===== src/rtl/lzwsd_pkg.sv =====
`default_nettype none
package lzwsd_pkg;

  localparam int unsigned DictEntries = 512;
  localparam int unsigned StoreDepth  = 512;
  localparam int unsigned AddrW       = 9;
  localparam int unsigned PosW        = 10;
  localparam int unsigned CodeW       = 10;
  localparam int unsigned WordBytes   = 8;

  localparam logic [CodeW-1:0] LastCode   = CodeW'(DictEntries - 1);
  localparam logic [CodeW-1:0] LiteralTop = CodeW'(255);
  localparam logic [PosW-1:0]  StackEnd   = PosW'(StoreDepth);
  localparam logic [3:0]       LitWidth   = 4'd8;
  localparam logic [3:0]       FirstWidth = 4'd9;

  typedef enum logic [1:0] {
    CLS_KNOWN,
    CLS_KWKWK,
    CLS_BAD
  } lzwsd_cls_e;

  typedef struct packed {
    logic shift_in;
    logic consume;
    logic literal;
    logic fail;
    logic add;
    logic add_kw;
    logic rd_cur;
    logic rd_next;
    logic push_suf;
    logic push_lit;
    logic finish;
    logic emit_run;
    logic out_load;
  } lzwsd_cmd_t;

  typedef struct packed {
    logic       halted;
    logic       lit_mode;
    logic       enough;
    lzwsd_cls_e cls;
    logic       known_q;
    logic       cur_lit;
    logic       next_lit;
    logic       pos_one;
    logic       word_done;
    logic       run_end;
    logic       out_free;
  } lzwsd_sts_t;

endpackage
`default_nettype wire


===== src/rtl/lzwsd_ctrl.sv =====
`default_nettype none
module lzwsd_ctrl
  import lzwsd_pkg::*;
(
  input  wire logic       clk_i,
  input  wire logic       rst_ni,
  input  wire logic       in_valid_i,
  output logic            in_ready_o,
  input  wire lzwsd_sts_t sts_i,
  output lzwsd_cmd_t      cmd_o
);

  typedef enum logic [3:0] {
    ST_IDLE,
    ST_DECODE,
    ST_WALK_START,
    ST_WALK,
    ST_PUSH_LIT,
    ST_ADD,
    ST_FINISH,
    ST_EMIT,
    ST_OUT
  } state_e;

  state_e state_q, state_d;

  assign in_ready_o = (state_q == ST_IDLE);

  always_comb begin
    state_d = state_q;
    cmd_o   = '0;
    case (state_q)
      ST_IDLE: begin
        if (in_valid_i && !sts_i.halted) begin
          cmd_o.shift_in = 1'b1;
          state_d        = ST_DECODE;
        end
      end
      ST_DECODE: begin
        if (!sts_i.enough) begin
          state_d = ST_IDLE;
        end else if (sts_i.lit_mode) begin
          cmd_o.consume = 1'b1;
          cmd_o.literal = 1'b1;
          state_d       = ST_OUT;
        end else if (sts_i.cls == CLS_BAD) begin
          cmd_o.consume = 1'b1;
          cmd_o.fail    = 1'b1;
          state_d       = ST_OUT;
        end else begin
          cmd_o.consume = 1'b1;
          cmd_o.add     = (sts_i.cls == CLS_KWKWK);
          cmd_o.add_kw  = 1'b1;
          state_d       = ST_WALK_START;
        end
      end
      ST_WALK_START: begin
        if (sts_i.cur_lit) begin
          state_d = ST_PUSH_LIT;
        end else begin
          cmd_o.rd_cur = 1'b1;
          state_d      = ST_WALK;
        end
      end
      ST_WALK: begin
        cmd_o.push_suf = 1'b1;
        if (sts_i.pos_one) begin
          state_d = ST_ADD;
        end else if (sts_i.next_lit) begin
          state_d = ST_PUSH_LIT;
        end else begin
          cmd_o.rd_next = 1'b1;
        end
      end
      ST_PUSH_LIT: begin
        cmd_o.push_lit = 1'b1;
        state_d        = ST_ADD;
      end
      ST_ADD: begin
        cmd_o.add = sts_i.known_q;
        state_d   = ST_FINISH;
      end
      ST_FINISH: begin
        cmd_o.finish = 1'b1;
        state_d      = ST_EMIT;
      end
      ST_EMIT: begin
        cmd_o.emit_run = 1'b1;
        if (sts_i.word_done) begin
          state_d = ST_OUT;
        end
      end
      ST_OUT: begin
        if (sts_i.out_free) begin
          cmd_o.out_load = 1'b1;
          state_d        = sts_i.run_end ? ST_IDLE : ST_EMIT;
        end
      end
      default: begin
        state_d = ST_IDLE;
      end
    endcase
  end

  always_ff @(posedge clk_i or negedge rst_ni) begin
    if (!rst_ni) begin
      state_q <= ST_IDLE;
    end else begin
      state_q <= state_d;
    end
  end

endmodule
`default_nettype wire


===== config.mk =====
export PLATFORM = sky130hd
export DESIGN_NAME = lzwsd_ctrl
export DESIGN_NICKNAME = d
export VERILOG_FILES = /design/src/rtl/lzwsd_pkg.sv /design/src/rtl/lzwsd_ctrl.sv
export SDC_FILE = /design/constraint.sdc
export NUM_CORES = 1
export LEC_CHECK = 0
export BUFFER_PORTS_ARGS = -buffer_cell sky130_fd_sc_hd__clkbuf_2
export CORE_AREA = 2 2 39 41
export DETAILED_ROUTE_END_ITERATION = 6
export DIE_AREA = 0 0 41 43
export PLACE_DENSITY = 0.72
export SETUP_SLACK_MARGIN = 0.02
export SYNTH_ARGS = -nofsm -noshare
export SYNTH_HDL_FRONTEND = slang
export SYNTH_SLANG_ARGS = --single-unit

===== constraint.sdc =====
create_clock -name clk_i -period 4.6 [get_ports clk_i]
set_input_delay 0.92 -clock clk_i [delete_from_list [all_inputs] [get_ports clk_i]]
set_output_delay 0.92 -clock clk_i [all_outputs]
set_load 0.01 [all_outputs]

Yosys cells after proc, flatten, opt, wreduce, memory -nomap -nowiden
Cells that the tools add are included.
{ "op_classes": {"n_mul": 0, "shifts": 0, "bitwise": 0, "order_cmp": 0, "n_mux": 31, "add_sub_neg": 0, "eq_ne": 14, "n_div": 0, "reduce_logical": 4} }
{ "ops": {"columns": ["cell", "n"], "rows": [
  ["$pmux W4 S9", 1],
  ["$mux W4", 8],
  ["$eq A4 B3 Y1 const B", 4],
  ["$mux W1", 14],
  ["$mux W3", 4],
  ["$eq A4 B2 Y1 const B", 2],
  ["$mux W5", 1],
  ["$eq A4 B1 Y1 const B", 1],
  ["$eq A4 B4 Y1 const B", 1],
  ["$logic_not A4 Y1", 1],
  ["$mux W2", 2],
  ["$ne A2 B2 Y1 const B", 2],
  ["$reduce_and A4 Y1", 1],
  ["$ne A3 B3 Y1 const B", 1],
  ["$eq A2 B1 Y1 const B", 1],
  ["$eq A2 B2 Y1 const B", 1],
  ["$ne A2 B1 Y1 const B", 1],
  ["$pmux W1 S2", 1],
  ["$logic_and A1 B1 Y1", 1],
  ["$logic_not A1 Y1", 1]
]} }
{ "word_totals": {"latchBits": 0, "out_inout_bits": 14, "n_memories": 0, "mem_bits_rw": 0, "ff_bits": 4, "rom_bits": 0} }

Logic depth before layout (Yosys ltp)
{ "logic_depth": {"word_depth": 5, "mapped_depth": 6, "mapped_depth_nobuf": 5} }

Worst setup path before layout
OpenSTA, ideal clock, no wires.
{ "synth_timing": {"kind": "input port to output port", "start": "input port sts_i[9] (netlist bit)", "end": "output port cmd_o[8] (netlist bit)", "t_arrival_ns": 1.486, "stages": 3, "setup_slack_ns": 2.194, "cell_sequence": "nand3_1 o41ai_1 and3b_1"} }
{ "synth_rtl": {"columns": ["item", "line", "rtl"], "rows": [
  ["from (decl)", "lzwsd_ctrl.sv:9", "input wire lzwsd_sts_t sts_i,"],
  ["to (decl)", "lzwsd_ctrl.sv:10", "output lzwsd_cmd_t cmd_o"]
]} }

==> results.py <==
metrics = {
    "status": {
        "outcome": "complete, no violations",
    },
    "setup_path": {
        "path_cells": "and2b_2 -> nand3_1 -> o41ai_1 -> and3b_1 -> clkbuf_2",
        "worst-path-max-fanout": 14,
        "cp-startpoint": "state_q[0]",
        "cp_slowest_cell": "dfrtp_1",
        "crit_family": "flip-flops",
        "critical_path_buf_inv_count": 1,
        "worstPathRequired_ns": 3.68,
        "start_kind": "flop",
        "crit_path_end_kind": "primary output",
        "rr_startpoint": "state_q[1]",
        "worstPathArrival_ns": 1.80,
        "critPathMaxStageDelay_ns": 0.63,
        "worstSetupPathType": "flop to primary output",
    },
    "route": {
        "postRouteAntennaNets": 0,
        "vias": 585,
        "wire_per_inst_um": 11.4,
        "drc_errors": 0,
        "drt-total-wl_um": 1250,
        "dr.pass1.iters": 4,
        "drt_iter0_markers": 7,
        "viasPerCell": 5.32,
    },
    "clock_network": {
        "htree_levels": 1,
        "ctsResizeCount": 0,
        "cts.sink_count": 4,
        "clock_latency_ns": 0.23,
        "cts_buffer_depth": 2,
        "ctsHoldBuffers": 0,
        "cts_setup_buffers": 0,
        "clk_pin_slew_ns": 0.04,
        "cts_tree": "built",
        "cts-buffers-inserted": 3,
        "clock-root-buffer": "clkbuf_4",
    },
    "placement": {
        "post-place-cells": 107,
        "port_buffers": 28,
        "post-place-ws_ns": 1.98,
        "placed_cell_area_um2": 643,
        "dp_hpwl_um": 990,
        "globalplace.congestion": 0.752,
    },
    "yosys": {
        "syn_area_per_cell_um2": 7.77,
        "yosysSeqAreaShare": 0.192,
        "ys_types": 36,
        "synth-simple-area-share": 0.474,
        "netlist_area_um2": 520,
        "synth_fa_ha_area_frac": 0,
        "synth_top_family_by_area": "simple AND/OR/NAND/NOR gates",
        "syn-num-nets": 82,
        "ys_ff_latch": 4,
        "synth_cells": 67,
        "muxShareOfSynthArea": 0,
        "synth-compound-area-share": 0.226,
        "synth_xor_area_frac": 0,
        "synth_warnings": 0,
    },
    "layout": {
        "mostFrequentLayoutCell": "clkbuf_2",
        "fin_util": 0.481,
        "largest_reg_flops": 4,
        "synthToLayoutAreaGrowth_pct": 27.9,
        "drive_above_1_share": 0.447,
        "finalNonFillerCells": 110,
        "final_cell_mix": "28 x clkbuf_2, 9 x nor2_1, 5 x inv_1",
        "n_antenna_cell": 0,
        "fin_nets": 111,
        "regMostFlops": "state_q",
        "reg_top3": "state_q: 4 flops",
        "fin_area_um2": 666,
        "fillers": 150,
    },
    "floorplanning": {
        "fp.dieW_um": 41,
        "io_pins": 29,
        "die-height_um": 43,
        "fp-row-count": 14,
        "coreArea_mm2": 0.00138,
        "dieArea_mm2": 0.00176,
        "initial_utilization": 0.376,
    },
    "global_route": {
        "grt_pass1_wl_um": 1990,
        "grt_max_degree": 16,
        "grt_pass1_vias": 517,
        "track_usage": 0.164,
        "antenna_found_initial": 0,
        "grt.overflow.total": 0,
    },
    "timing": {
        "final_hold_viol_count": 0,
        "fmax_mhz": 367,
        "setup_viol": 0,
        "setup_ws_ns": 1.88,
        "slew_viol_final": 0,
        "finalCriticalPeriod_ns": 2.72,
        "rsz0062_at_grt": "no",
        "min_period_over_period": 0.592,
        "tightest_slew_ns": 0.476,
        "skew_ns": 0.00170,
        "setup_tns_ns": 0,
        "slew-limit-headroom": 0.682,
    },
    "power_and_ir_drop": {
        "p_leak_nw": 0.343,
        "power_density_mw_per_mm2": 509,
        "ir_worst_vdd_mv": 0.300,
    },
    "flow_run": {
        "maxCapViolCount": 0,
    },
    "hold_path": {
        "hold_path_class": "input port to asynchronous set/reset pin",
    },
}
==> power by group <==
part / internal, W / switching (W) / leakage [nW]
clock: 0.0000291 / 0.0000126 / 0.0138
combinational: 0.000102 / 0.0000969 / 0.276
sequential: 0.0000483 / 0.0000503 / 0.0536
total: 0.000179 / 0.000160 / 0.343
==> worst reg2reg max path: cells and delay by family, from the launching register on <==
kind | cells | cell delay, ns
flops | 1 | 0.62
simple gates | 2 | 0.44
compound gates | 2 | 0.44
buf+inv | 1 | 0.10
==> cells by family after synthesis <==
logic type	after synthesis
compound gates	14
simple gates	40
flops	4
buf+inv	9
==> through the flow <==
step / hold slack [ns] / power (W)
finish: 0.487 / 0.000339
global route: 0.482 / 0.000372
CTS: 0.478 / 0.000343
detailed placement: 0.730 / 0.000297
global placement: 0.725 / 0.000291
floorplan: 0.624 / 0.000258
==> cell usage after synthesis (all sizes together) <==
master   n  area share
o21ai    2       0.019
and3     2       0.029
nand2    3       0.022
nand2b   2       0.024
nand4b   1       0.017
o22ai    2       0.036
and2b    2       0.031
o32a     1       0.022
and3b    1       0.017
and2     2       0.024
o41ai    1       0.017
dfrtp    4        0.19
nor2    10       0.087
a22o     1       0.019
a221oi   1       0.017
buf      4       0.072
or4      1       0.014
nor2b    3       0.036
inv      5       0.036
nor3     5       0.058
nand3b   1       0.014
or2      1       0.012
a2111o   1       0.022
nor4     3       0.048
o21a     3       0.043
a22oi    1       0.014
nand3    1      0.0096
or2b     1       0.017
nor3b    1       0.014
o22a     1       0.017
==> final timing paths <==
path | to | cells past startpoint | slack [ns]
max | cmd_o[8] | 5 | 1.88
min | state_q[1] | 1 | 0.49
max reg2reg | state_q[1] | 5 | 2.88
min reg2reg | state_q[0] | 2 | 0.81
max in group asynchronous | state_q[3] | 1 | 3.99
min in group clk_i | state_q[0] | 2 | 0.81
==> area by class of cell <==
| cell class | count | area, um^2 | share of cell area |
|---|---|---|---|
| Multi-Input combinational cell | 54 | 364 | 0.547 |
| Timing Repair Buffer | 28 | 140 | 0.211 |
| Clock buffer | 3 | 22.5 | 0.0338 |
| Sequential cell | 4 | 100 | 0.150 |
| Tap cell | 16 | 20.0 | 0.0301 |
| Inverter | 5 | 18.8 | 0.0282 |
==> per-layer routing <==
layer | up-vias | global-route usage | share of wire
met5 | - | 0 | 0
met4 | 0 | 0.127 | 0.0064
met3 | 2 | 0.0419 | 0.050
met2 | 18 | 0.247 | 0.50
met1 | 267 | 0.186 | 0.44
li1 | 298 | - | -
No activity file was read; power rests on OpenSTA's default activity.
